**src/rtl/mips_instruction_executor_assert.svh**
```systemverilog
// Assertion macros; clk and rst_n must be in scope where they are used.
`ifndef MIPS_INSTRUCTION_EXECUTOR_ASSERT_SVH
`define MIPS_INSTRUCTION_EXECUTOR_ASSERT_SVH

// Same-cycle implication.
`define MIE_ASSERT_IMP(lbl, ante, cons) \
    lbl: assert property (@(posedge clk) disable iff (!rst_n) (ante) |-> (cons)) \
        else $error("executor assertion failed");

// Next-cycle implication.
`define MIE_ASSERT_NXT(lbl, ante, cons) \
    lbl: assert property (@(posedge clk) disable iff (!rst_n) (ante) |=> (cons)) \
        else $error("executor assertion failed");

`endif

```
**src/rtl/mie_pkg.sv**
```systemverilog
`timescale 1ns / 1ps
package mie_pkg;

    localparam int LOAD_ADDR_W = 20;

    // item operations
    localparam logic [1:0] OP_EXEC  = 2'd0;
    localparam logic [1:0] OP_WRITE = 2'd1;
    localparam logic [1:0] OP_READ  = 2'd2;
    localparam logic [1:0] OP_NOP   = 2'd3;

    // result status
    localparam logic [1:0] ST_OK      = 2'd0;
    localparam logic [1:0] ST_SYSCALL = 2'd1;
    localparam logic [1:0] ST_ILLEGAL = 2'd2;
    localparam logic [1:0] ST_BADADDR = 2'd3;

    // primary opcodes
    localparam logic [5:0] OPC_SPECIAL = 6'h00;
    localparam logic [5:0] OPC_J       = 6'h02;
    localparam logic [5:0] OPC_JAL     = 6'h03;
    localparam logic [5:0] OPC_BEQ     = 6'h04;
    localparam logic [5:0] OPC_BNE     = 6'h05;
    localparam logic [5:0] OPC_ADDIU   = 6'h09;
    localparam logic [5:0] OPC_SLTI    = 6'h0a;
    localparam logic [5:0] OPC_SLTIU   = 6'h0b;
    localparam logic [5:0] OPC_ANDI    = 6'h0c;
    localparam logic [5:0] OPC_ORI     = 6'h0d;
    localparam logic [5:0] OPC_XORI    = 6'h0e;
    localparam logic [5:0] OPC_LUI     = 6'h0f;
    localparam logic [5:0] OPC_LB      = 6'h20;
    localparam logic [5:0] OPC_LH      = 6'h21;
    localparam logic [5:0] OPC_LW      = 6'h23;
    localparam logic [5:0] OPC_LBU     = 6'h24;
    localparam logic [5:0] OPC_LHU     = 6'h25;
    localparam logic [5:0] OPC_SB      = 6'h28;
    localparam logic [5:0] OPC_SH      = 6'h29;
    localparam logic [5:0] OPC_SW      = 6'h2b;

    // SPECIAL function codes
    localparam logic [5:0] FN_SLL     = 6'h00;
    localparam logic [5:0] FN_SRL     = 6'h02;
    localparam logic [5:0] FN_SRA     = 6'h03;
    localparam logic [5:0] FN_JR      = 6'h08;
    localparam logic [5:0] FN_JALR    = 6'h09;
    localparam logic [5:0] FN_SYSCALL = 6'h0c;
    localparam logic [5:0] FN_MFHI    = 6'h10;
    localparam logic [5:0] FN_MFLO    = 6'h12;
    localparam logic [5:0] FN_MULT    = 6'h18;
    localparam logic [5:0] FN_MULTU   = 6'h19;
    localparam logic [5:0] FN_ADDU    = 6'h21;
    localparam logic [5:0] FN_SUBU    = 6'h23;
    localparam logic [5:0] FN_AND     = 6'h24;
    localparam logic [5:0] FN_OR      = 6'h25;
    localparam logic [5:0] FN_XOR     = 6'h26;
    localparam logic [5:0] FN_NOR     = 6'h27;
    localparam logic [5:0] FN_SLT     = 6'h2a;
    localparam logic [5:0] FN_SLTU    = 6'h2b;

    localparam logic [31:0] PC_SEG_MASK = 32'hf0000000;

    typedef enum logic [3:0] {
        CL_NOP,
        CL_PWR,
        CL_PRD,
        CL_ILLEGAL,
        CL_RTYPE,
        CL_JR,
        CL_SYSCALL,
        CL_MULT,
        CL_MULTU,
        CL_JUMP,
        CL_BRANCH,
        CL_IMM,
        CL_LOAD,
        CL_STORE
    } cls_t;

    typedef struct packed {
        cls_t                   cls;
        logic [31:0]            iw;
        logic [LOAD_ADDR_W-1:0] load_address;
        logic [31:0]            load_data;
    } item_t;

    typedef struct packed {
        logic [1:0]  status;
        logic [31:0] next_pc;
        logic        reg_written;
        logic [4:0]  reg_index;
        logic [31:0] reg_value;
        logic        mem_written;
        logic [31:0] store_address;
        logic [31:0] store_value;
        logic [31:0] read_data;
    } res_t;

    typedef enum logic [1:0] {
        BS_IDLE,
        BS_EXEC,
        BS_MUL,
        BS_MEM
    } bstate_t;

endpackage

```
**src/rtl/mie_ifs.sv**
```systemverilog
`timescale 1ns / 1ps
interface mie_req_if;
    logic                           valid;
    logic                           ready;
    logic [1:0]                     operation;
    logic [31:0]                    instruction_word;
    logic [mie_pkg::LOAD_ADDR_W-1:0] load_address;
    logic [31:0]                    load_data;

    modport source (output valid, operation, instruction_word, load_address, load_data,
                    input ready);
    modport sink (input valid, operation, instruction_word, load_address, load_data,
                  output ready);
endinterface


```
**src/rtl/mie_front.sv**
```systemverilog
`timescale 1ns / 1ps
module mie_front (
    input  logic           clk,
    input  logic           rst_n,
    mie_req_if.sink        req,
    output logic           q_valid,
    output mie_pkg::item_t q_item,
    input  logic           q_pop
);

    function automatic mie_pkg::cls_t classify(input logic [1:0] op, input logic [31:0] iw);
        logic [5:0] opc;
        logic [5:0] fn;
        mie_pkg::cls_t c;
        opc = iw[31:26];
        fn  = iw[5:0];
        c   = mie_pkg::CL_NOP;
        case (op)
            mie_pkg::OP_WRITE: c = mie_pkg::CL_PWR;
            mie_pkg::OP_READ:  c = mie_pkg::CL_PRD;
            mie_pkg::OP_EXEC:
            begin
                if (opc == mie_pkg::OPC_SPECIAL)
                begin
                    case (fn) inside
                        mie_pkg::FN_SLL, mie_pkg::FN_SRL, mie_pkg::FN_SRA, mie_pkg::FN_JALR,
                        mie_pkg::FN_MFHI, mie_pkg::FN_MFLO, mie_pkg::FN_ADDU, mie_pkg::FN_SUBU,
                        mie_pkg::FN_AND, mie_pkg::FN_OR, mie_pkg::FN_XOR, mie_pkg::FN_NOR,
                        mie_pkg::FN_SLT, mie_pkg::FN_SLTU: c = mie_pkg::CL_RTYPE;
                        mie_pkg::FN_JR:      c = mie_pkg::CL_JR;
                        mie_pkg::FN_SYSCALL: c = mie_pkg::CL_SYSCALL;
                        mie_pkg::FN_MULT:    c = mie_pkg::CL_MULT;
                        mie_pkg::FN_MULTU:   c = mie_pkg::CL_MULTU;
                        default:             c = mie_pkg::CL_ILLEGAL;
                    endcase
                end
                else
                begin
                    case (opc) inside
                        mie_pkg::OPC_J, mie_pkg::OPC_JAL:     c = mie_pkg::CL_JUMP;
                        mie_pkg::OPC_BEQ, mie_pkg::OPC_BNE:   c = mie_pkg::CL_BRANCH;
                        mie_pkg::OPC_ADDIU, mie_pkg::OPC_SLTI, mie_pkg::OPC_SLTIU,
                        mie_pkg::OPC_ANDI, mie_pkg::OPC_ORI, mie_pkg::OPC_XORI,
                        mie_pkg::OPC_LUI:                     c = mie_pkg::CL_IMM;
                        mie_pkg::OPC_LB, mie_pkg::OPC_LH, mie_pkg::OPC_LW,
                        mie_pkg::OPC_LBU, mie_pkg::OPC_LHU:   c = mie_pkg::CL_LOAD;
                        mie_pkg::OPC_SB, mie_pkg::OPC_SH,
                        mie_pkg::OPC_SW:                      c = mie_pkg::CL_STORE;
                        default:                              c = mie_pkg::CL_ILLEGAL;
                    endcase
                end
            end
            default: c = mie_pkg::CL_NOP;
        endcase
        return c;
    endfunction

    // two-entry queue to the executor
    mie_pkg::item_t fifo_reg [2];
    logic           wr_ptr_reg;
    logic           wr_ptr_next;
    logic           rd_ptr_reg;
    logic           rd_ptr_next;
    logic [1:0]     cnt_reg;
    logic [1:0]     cnt_next;
    logic           push;
    mie_pkg::item_t new_item;

    assign req.ready = (cnt_reg != 2'd2);
    assign push      = req.valid && req.ready;
    assign q_valid   = (cnt_reg != 2'd0);
    assign q_item    = fifo_reg[rd_ptr_reg];

    always_comb
    begin
        new_item.cls          = classify(req.operation, req.instruction_word);
        new_item.iw           = req.instruction_word;
        new_item.load_address = req.load_address;
        new_item.load_data    = req.load_data;
        wr_ptr_next = push ? ~wr_ptr_reg : wr_ptr_reg;
        rd_ptr_next = q_pop ? ~rd_ptr_reg : rd_ptr_reg;
        cnt_next    = cnt_reg + {1'b0, push} - {1'b0, q_pop};
    end

    always_ff @(posedge clk or negedge rst_n)
    begin
        if (!rst_n)
        begin
            wr_ptr_reg <= 1'b0;
            rd_ptr_reg <= 1'b0;
            cnt_reg    <= 2'd0;
        end
        else
        begin
            wr_ptr_reg <= wr_ptr_next;
            rd_ptr_reg <= rd_ptr_next;
            cnt_reg    <= cnt_next;
        end
    end

    always_ff @(posedge clk)
    begin
        if (push)
        begin
            fifo_reg[wr_ptr_reg] <= new_item;
        end
    end

endmodule

```
**src/flat_wrapper.sv**
```systemverilog
// flat-port wrapper written by rule: the top's interface ports become plain ports
module mie_front_flat 
  (clk, rst_n, q_valid, q_item, q_pop, req_valid, req_operation, req_instruction_word, req_load_address, req_load_data, req_ready);
  mie_req_if req_i ();
  input  logic clk;
  input  logic rst_n;
  output logic q_valid;
  output mie_pkg::item_t q_item;
  input  logic q_pop;
  input wire logic [$bits(req_i.valid)-1:0] req_valid;
  input wire logic [$bits(req_i.operation)-1:0] req_operation;
  input wire logic [$bits(req_i.instruction_word)-1:0] req_instruction_word;
  input wire logic [$bits(req_i.load_address)-1:0] req_load_address;
  input wire logic [$bits(req_i.load_data)-1:0] req_load_data;
  output wire logic [$bits(req_i.ready)-1:0] req_ready;
  assign req_i.valid = req_valid;
  assign req_i.operation = req_operation;
  assign req_i.instruction_word = req_instruction_word;
  assign req_i.load_address = req_load_address;
  assign req_i.load_data = req_load_data;
  assign req_ready = req_i.ready;
  mie_front u_core (.clk(clk), .rst_n(rst_n), .req(req_i), .q_valid(q_valid), .q_item(q_item), .q_pop(q_pop));
endmodule
```
**config.mk**
```make
export PLATFORM = sky130hd
export DESIGN_NAME = mie_front_flat
export DESIGN_NICKNAME = d
export VERILOG_FILES = /design/src/rtl/mips_instruction_executor_assert.svh /design/src/rtl/mie_pkg.sv /design/src/rtl/mie_ifs.sv /design/src/rtl/mie_front.sv /design/src/flat_wrapper.sv
export SDC_FILE = /design/constraint.sdc
export NUM_CORES = 1
export LEC_CHECK = 0
export ABC_AREA = 1
export BUFFER_PORTS_ARGS = -buffer_cell sky130_fd_sc_hd__buf_2
export CAP_MARGIN = 5
export CELL_PAD_IN_SITES_DETAIL_PLACEMENT = 1
export CELL_PAD_IN_SITES_GLOBAL_PLACEMENT = 2
export CORE_MARGIN = 2
export CORE_UTILIZATION = 34
export CTS_CLUSTER_DIAMETER = 30
export DETAILED_ROUTE_END_ITERATION = 12
export PLACE_DENSITY = 0.79
export RECOVER_POWER = 100
export SLEW_MARGIN = 20
export SYNTH_ARGS = -nofsm -noshare
export SYNTH_HDL_FRONTEND = slang
export SYNTH_SLANG_ARGS = --single-unit
```
**constraint.sdc**
```tcl
create_clock -name clk -period 4.4 [get_ports clk]
set_input_delay 0.22 -clock clk [delete_from_list [all_inputs] [get_ports clk]]
set_output_delay 0.22 -clock clk [all_outputs]
set_load 0.005 [all_outputs]
```
==> reports/metrics.csv <==
metric;value;unit
placed cell count;817;
CP startpoint kind;flop;
combinational share of power;25.0;%
max-slew violations;0;
met1 WL;6300;µm
Worst EP arrival;3130;ps
Root Buffer;clkbuf_16;
grt ovf;0;
Final Critical Period;3350;ps
DP HPWL;10400;µm
CTS tree;built;
Power Density;575;mW/mm²
Layout area overhead;33.6;%
critical path's top delay family;buffers and inverters;
final hold vios;0;
core area;0.0201;mm²
CP bufs+invs;2;
initial core utilization;34.4;%
Post-synth EDFFs;176;
Clock Latency Late Sink;410;ps
vias in the first global route;4661;
Core Rows;52;
max FFs per register;176;
Mean Syn Cell Area;18.6;µm²
internal power;0.00379;W
clk_skew;6.06;ps
H-tree depth;4;
Top FF cell, synth;edfxtp_1;
Post-synth top cells;edfxtp_1, mux2_2, nor2_1;
# Max-Cap Violations;0;
Synth Instances;373;
initial DRC count;137;
via count;4162;
sw frac;28.6;%
Ports;180;
Setup TNS Final;0;ps
final period utilization;76.1;%
input/output buffers;179;
Highest Signal Layer;met4;
Worst setup EP type;output pin;
pre-CTS setup slack;2120;ps
crit path kind;reg -> out;
crit-path most repeated cell;clkbuf_1;
Routed Antenna Nets;0;
fin cells;923;
RSZ-0062 raised after global routing;false;
min-delay worst type;in -> reg;
Num CTS Buffers;17;
RD Place Congestion;0.809;
slowest CP cell;clkbuf_1;
net load switching power;0.00152;W
TritonCTS sink count;180;
die height;147;µm
1st-pass router iterations;4;
DRC violations left;0;
power share of the clock group;26.9;%
antenna cells;0;
share of cells above drive strength 1;28.5;%
register area share after synthesis;77.8;%
GRT Overall Usage;14.7;%
final setup vio count;0;
Seq pwr share;48.1;%
status;finished, final reports clean;
DR vias/cell;4.51;
Hold Slack;129;ps
mapped cell area;0.00692;mm²
Tightest Pin Transition;1390;ps
synth top area cells;edfxtp_1, mux2_2, mux2_4;
first-pass GRT wire length;24200;µm
nets@finish;732;
most frequent cell after synthesis;edfxtp_1;
Leakage Power;3.30;nW
worst path cell trace;clkbuf_1 > mux2_2 > clkbuf_1;
met3 wire len;673;µm
FF+latch count, synth;180;
Setup Buffers After CTS;0;
max incr delay on CP;1080;ps
synth unique cells;21;
Die Wd;147;µm
drt total wl;15700;µm
routed wire length per instance;17.0;µm
Bufs on Longest Clock Path;2;
die area;0.0215;mm²
Synth Net Count;465;
relative slew slack;7.08;%
initial antenna violation count;0;
WP data required;4180;ps
largest net degree at the start of global routing;64;
routed length on met2;8240;µm
Worst VDD drop;0.000228;V
crit-path max FO;63;
crit path setup slack, layout;1050;ps
post-synth top area cell;edfxtp_1;
Max Clk Rate;298;MHz
synth warn;0;
Reg clk slew, reported paths;60;ps
Post-synth ARST share;2.22;%
Synth top area share;76.4;%
number of gates resized after cts;0;
## worst paths after layout
path,start,cells past startpoint,endpoint,slack [ps]
min reg2reg,u_core.wr_ptr_reg,2,u_core.wr_ptr_reg,540
max,u_core.rd_ptr_reg,3,q_item[86],1050
max reg2reg,u_core.cnt_reg[0],5,u_core.fifo_reg[1][68],1710
min,req_instruction_word[26],1,u_core.fifo_reg[0][78],130
max in group asynchronous,rst_n,2,u_core.rd_ptr_reg,4000
min in group asynchronous,rst_n,2,u_core.cnt_reg[1],180
## metal layers
layer / vias to the layer above / GRT usage (%)
li1: 1939 / -
met1: 2062 / 16.7
met2: 126 / 26.4
met3: 35 / 3.47
met4: 0 / 6.17
met5: - / 0
## logic make-up (layout without fill, tap and decap cells)
logic type	count (synthesis)	count (layout)	share of synthesized area, %
DFF	180	180	77.8
adders and majority gates	2	2	0.361
xor gates and xnor gates	3	3	0.380
buffers and inverters	28	308	1.97
muxes	88	88	14.9
and+or+nand+nor	67	67	4.25
AOI/OAI and AO/OA	5	5	0.380
## power groups by stage
stage	Sequential [W]	Combinational [W]	Clock [W]
floorplan	0.00245	0.000927	0
global placement	0.00258	0.00136	0
detailed placement	0.00260	0.00140	0
CTS	0.00257	0.00146	0.00146
global route	0.00261	0.00146	0.00152
finish	0.00256	0.00133	0.00143
## cells in the final DEF (no fill, tap or decap), types with 2 or more instances in the layout
cell type      instances
clkinv_4               4
clkinvlp_4             3
clkbuf_2               2
clkbuf_16             17
nand2_1               23
buf_4                  2
a21oi_1                2
o21ai_0                2
inv_1                 18
ha_1                   2
dlygate4sd3_1         74
mux2_1                13
xor2_1                 2
nand3_1               14
edfxtp_1             176
dfrtp_1                3
buf_2                 72
nor2_1                23
clkbuf_1             110
inv_6                  2
mux2_2                75
nor2_2                 4
## through the flow
stage,instance area [µm²],utilization (%),power [W]
finish,9240,46.0,0.00531
global route,9240,46.0,0.00559
CTS,9440,47.0,0.00548
detailed placement,8140,40.5,0.00400
global placement,8140,40.5,0.00393
floorplan,6930,-,0.00338
## layout make-up
cell class,instances,area (µm²)
Timing Repair Buffer,258,1530
Sequential cell,180,5390
Inverter,18,67.6
Tap cell,270,338
Clock buffer,19,433
Clock inverter,13,125
Fill cell,2046,10900
Multi-Input combinational cell,165,1360
## timing repair
item                       CTS  global route
hold endpoints to repair   148             0
hold buffers                74             0
setup endpoints to repair    0             0
No activity file was read; power rests on OpenSTA's default activity.
